<file path="src/matrix_vector_transform_4x4_top_macros.svh">
// assertion macros shared by the matrix vector transform modules
`ifndef MATRIX_VECTOR_TRANSFORM_4X4_TOP_MACROS_SVH
`define MATRIX_VECTOR_TRANSFORM_4X4_TOP_MACROS_SVH

// same-cycle implication, checked on aclk outside reset
`define MVT_ASSERT_NOW(label, ante, cons, msg) \
    label: assert property (@(posedge aclk) disable iff (!aresetn) (ante) |-> (cons)) \
        else $error(msg);

// next-cycle implication, checked on aclk outside reset
`define MVT_ASSERT_NEXT(label, ante, cons, msg) \
    label: assert property (@(posedge aclk) disable iff (!aresetn) (ante) |=> (cons)) \
        else $error(msg);

`endif

</file>
<file path="src/mvt_pkg.sv">
// shared types and constants for the matrix vector transform
`timescale 1ns / 1ps

package mvt_pkg;

    localparam int DATA_W   = 32;
    localparam int NUM_ROWS = 4;
    localparam int NUM_COLS = 4;
    localparam int PROD_W   = 2 * DATA_W;
    // four products summed exactly need two extra bits
    localparam int SUM_W    = PROD_W + 2;

    typedef enum logic [1:0] {
        ACT_LOAD   = 2'd0,
        ACT_XFORM4 = 2'd1,
        ACT_XFORM3 = 2'd2,
        ACT_NONE   = 2'd3
    } mvt_action_t;

    // one item as it travels down the cell chain
    typedef struct packed {
        logic                                 load;
        logic                                 vec3;
        logic [3:0]                           elem_index;
        logic [DATA_W-1:0]                    elem_value;
        logic [NUM_COLS-1:0][DATA_W-1:0]      vec;
        logic [NUM_ROWS-1:0][SUM_W-1:0]       sum;
    } mvt_item_t;

endpackage

</file>
<file path="src/mvt_round_sat.sv">
// output stage: floor shift, saturation and result register
`timescale 1ns / 1ps
`include "matrix_vector_transform_4x4_top_macros.svh"

module mvt_round_sat #(
    parameter int FRAC_BITS = 16
) (
    input  logic                                               aclk,
    input  logic                                               aresetn,
    input  logic                                               in_valid,
    output logic                                               in_ready,
    input  mvt_pkg::mvt_item_t                                 in_item,
    output logic                                               out_valid,
    input  logic                                               out_ready,
    output logic [mvt_pkg::NUM_ROWS-1:0][mvt_pkg::DATA_W-1:0]  out_data
);

    localparam int HI_W = mvt_pkg::SUM_W - mvt_pkg::DATA_W + 1;
    localparam logic [mvt_pkg::DATA_W-1:0] MAX_VAL = {1'b0, {(mvt_pkg::DATA_W-1){1'b1}}};
    localparam logic [mvt_pkg::DATA_W-1:0] MIN_VAL = {1'b1, {(mvt_pkg::DATA_W-1){1'b0}}};

    logic                                               out_valid_reg;
    logic                                               out_valid_next;
    logic [mvt_pkg::NUM_ROWS-1:0][mvt_pkg::DATA_W-1:0]  out_data_reg;
    logic [mvt_pkg::NUM_ROWS-1:0][mvt_pkg::DATA_W-1:0]  out_data_next;
    logic                                               out_free;
    logic                                               take;

    // loads retire here without a result
    assign out_free       = !out_valid_reg || out_ready;
    assign in_ready       = in_item.load || out_free;
    assign take           = in_valid && !in_item.load && out_free;
    assign out_valid_next = take ? 1'b1 : (out_ready ? 1'b0 : out_valid_reg);

    // arithmetic shift rounds toward minus infinity, then clamp to 32 bits
    always_comb begin
        logic signed [mvt_pkg::SUM_W-1:0] shifted;
        logic [HI_W-1:0]                  hi;
        for (int r = 0; r < mvt_pkg::NUM_ROWS; r++) begin
            shifted = $signed(in_item.sum[r]) >>> FRAC_BITS;
            hi      = shifted[mvt_pkg::SUM_W-1:mvt_pkg::DATA_W-1];
            if ((&hi) || (~|hi)) begin
                out_data_next[r] = shifted[mvt_pkg::DATA_W-1:0];
            end else if (hi[HI_W-1]) begin
                out_data_next[r] = MIN_VAL;
            end else begin
                out_data_next[r] = MAX_VAL;
            end
        end
        // w row is forced to zero for three-component transforms
        if (in_item.vec3) begin
            out_data_next[mvt_pkg::NUM_ROWS-1] = '0;
        end
    end

    always_ff @(posedge aclk) begin
        if (!aresetn) begin
            out_valid_reg <= 1'b0;
        end else begin
            out_valid_reg <= out_valid_next;
        end
    end

    always_ff @(posedge aclk) begin
        if (take) begin
            out_data_reg <= out_data_next;
        end
    end

    assign out_valid = out_valid_reg;
    assign out_data  = out_data_reg;

    `MVT_ASSERT_NEXT(a_out_take, take, out_valid_reg, "transform result not presented")
    `MVT_ASSERT_NOW(a_out_load, in_valid && in_item.load, in_ready, "load stalled at retire")

endmodule

</file>
<file path="config.mk">
export PLATFORM = sky130hd
export DESIGN_NAME = mvt_round_sat
export DESIGN_NICKNAME = d
export VERILOG_FILES = /design/src/mvt_pkg.sv /design/src/mvt_round_sat.sv
export VERILOG_INCLUDE_DIRS = /design/src /design/src/src
export SDC_FILE = /design/constraint.sdc
export NUM_CORES = 1
export LEC_CHECK = 0
export BUFFER_PORTS_ARGS = -buffer_cell sky130_fd_sc_hd__buf_4
export CAP_MARGIN = 30
export CORE_AREA = 10 10 209 211
export DETAILED_ROUTE_END_ITERATION = 8
export DIE_AREA = 0 0 219 221
export PLACE_DENSITY = 0.41
export SETUP_SLACK_MARGIN = 0.3
export SLEW_MARGIN = 20
export SYNTH_ARGS = -nofsm -noshare
export SYNTH_HDL_FRONTEND = slang
export SYNTH_SLANG_ARGS = --single-unit
</file>
<file path="constraint.sdc">
create_clock -name aclk -period 9.5 [get_ports aclk]
set_input_delay 0.95 -clock aclk [delete_from_list [all_inputs] [get_ports aclk]]
set_output_delay 0.95 -clock aclk [all_outputs]
set_load 0.02 [all_outputs]
</file>
==> flow_metrics.py <==
metrics = {
    "status": {
        "outcome": "completed",
    },
    "setup_path": {
        "r2r.worst_path.cells": 5,
        "timing_worst_setup_path_type": "in2reg",
        "crit_path_start_kind": "input port",
        "end_kind": "flip-flop",
        "cp.arrival_ns": 3.12,
        "critPathMostFrequentCell": "buf_4",
        "cp_cell_sequence": "buf_4, nand2b_1, nor2b_4, buf_12, buf_4, buf_4",
        "max_stage_delay_ns": 0.68,
        "worstReg2RegEnd": "out_data[80]",
        "timing.rr.start": "out_valid",
        "required_ns": 9.55,
        "cp_max_fo": 54,
        "reg2reg_slack_ns": 6.80,
        "slowest_stage": "buf_4",
    },
    "grt": {
        "grt_max_degree": 55,
        "gr-total-overflow": 0,
        "grt_antenna_before_repair": 3,
        "grt_usage_pct": 9.62,
        "grt_pass1_wl_mm": 33.8,
        "grt_pass1_vias": 4981,
    },
    "sta": {
        "final-hold-violation-count": 0,
        "fin_crit_sh_pct": 32.3,
        "rsz0062_at_grt": "no",
        "slew_headroom_pct": 50.4,
        "slew_viol_final": 0,
        "min_period_ns": 3.07,
        "tightest_slew_ns": 0.738,
        "finClkSkew_ns": 0.00762,
        "hold_slack_ns": 0.550,
        "setup_slack_ns": 6.43,
        "max_freq_mhz": 326,
        "final.setup.tns_ns": 0,
        "setup_viol": 0,
    },
    "cts": {
        "h-tree-depth": 4,
        "clkSinkCount": 129,
        "clk_pin_slew_worst_paths_ns": 0.06,
        "insertion_delay_ns": 0.42,
        "cts_tree": "built",
        "cts_resized": 0,
        "clock_tree.root_cell": "clkbuf_16",
        "postCtsSetupBuffers": 0,
        "cts-buffers-inserted": 17,
        "holdBufCountCts": 0,
        "clockBufferDepth": 2,
    },
    "hold_path": {
        "hold_path_depth": 2,
        "hold_class": "reg2reg",
        "min_from": "out_valid",
        "holdPathEnd": "out_valid",
    },
    "placed_design": {
        "dp_slack_ns": 5.90,
        "gp_congestion": 0.816,
        "place_area_mm2": 0.00862,
        "place_hpwl_mm": 19.1,
        "io_buffer_count": 335,
    },
    "layout": {
        "final_cell_area_mm2": 0.00927,
        "largest_reg_flops": 128,
        "diodes": 0,
        "layout_common_cells": "buf_4 (342), edfxtp_1 (128), a21o_1 (93), a31o_1 (30), nand4_1 (20)",
        "areaGrowthSynthToFinish_pct": 70.4,
        "fill_cells": 4230,
        "final_common_cell": "buf_4",
        "finalNetCount": 1116,
        "drive_above_1_share_pct": 55.4,
    },
    "logic_synthesis": {
        "syn_nets": 784,
        "syn_area_mm2": 0.00544,
        "synth_warnings": 0,
        "ys_seq_area_share_pct": 71.1,
        "ys_seq_elements": 129,
        "syn_inst": 350,
        "syn_area_per_cell_um2": 15.5,
        "yosysUniqueCellTypes": 21,
    },
    "die": {
        "rows": 73,
        "ioPinCount": 564,
        "die_w_um": 219,
        "die_area_mm2": 0.0484,
        "die_h_um": 221,
        "core_mm2": 0.0395,
        "initial_core_util_pct": 13.8,
    },
    "drt": {
        "vias_per_cell": 3.71,
        "first_iter_violations": 205,
        "drc": 0,
        "drt.antenna.violating_nets": 0,
        "via_count": 4522,
        "drt_pass1_iterations": 6,
        "wl_mm": 24.1,
        "routedWlPerCell_um": 19.8,
    },
    "job": {
        "drv_cap": 0,
    },
    "power_and_ir_drop": {
        "p_per_area_mw_per_mm2": 174,
        "p_leak_uw": 0.00404,
        "irDropWorstVdd_v": 0.000120,
        "p_total_uw": 1610,
    },
}
==> critical path, delay by kind of cell <==
family,cells,cell delay [ns]
and+or+nand+nor,2,0.53
buffers and inverters,4,1.55
==> cells in the mapped netlist, drive strengths merged <==
cell type	instances	area (um^2)
nor2b	2	12.5
buf	24	139
a31o	34	298
inv	1	3.75
edfxtp	128	3840
dfxtp	1	20.0
nand2b	2	12.5
and4	1	8.76
or2	2	12.5
a21o	93	698
nor4	22	163
nand4	20	125
nor2	6	22.5
a21boi	1	7.51
a311oi	3	26.3
and3	3	18.8
clkbuf	7	26.3
==> per-stage QoR <==
stage               instances  util, %
floorplan                 350        -
global placement         1186     21.7
detailed placement       1188     21.8
CTS                      1220     23.5
global route             1220     23.5
finish                   1220     23.5
==> kinds of logic after synthesis <==
logic type	synth area share (%)
compound gates	18.9
simple gates	6.90
buf+inv	3.11
flops	71.1
==> final cells by class <==
cell class | instances | area [um^2] | share of cell area [%]
multi-input cells | 189 | 1480 | 16.0
inverters | 1 | 3.75 | 0.0405
repair buffers | 344 | 2620 | 28.2
clock inverters | 14 | 218 | 2.35
flip-flops and latches | 129 | 3860 | 41.7
well taps | 525 | 657 | 7.09
clock buffers | 18 | 429 | 4.63
==> worst max path at each step <==
| stage | depth (start not counted) | endpoint | slack (ns) | start |
|---|---|---|---|---|
| after floorplan | 2 | out_data[0] | 2.10 | in_item[429] |
| after global placement | 5 | out_data[34] | 5.53 | in_item[429] |
| after detailed placement | 6 | out_data[82] | 5.90 | in_item[429] |
| after CTS | 6 | out_data[68] | 6.38 | in_item[429] |
| after global routing | 6 | out_data[80] | 6.25 | in_item[429] |
| final | 6 | out_data[80] | 6.43 | in_item[429] |
==> power breakdown <==
part	leakage (uW)	internal (uW)	switching (uW)
registers	0.00121	657	7.24
clock network	0.000314	487	257
logic	0.00252	104	100
==> layer usage <==
metal	vias to the layer above	share of wire (%)	GRT usage (%)
li1	2092	-	-
met1	2147	39	10.3
met2	257	43	14.3
met3	20	17	7.59
met4	6	1.2	2.86
met5	-	0.17	0
Note: power is estimated with default switching activity, not from simulation.
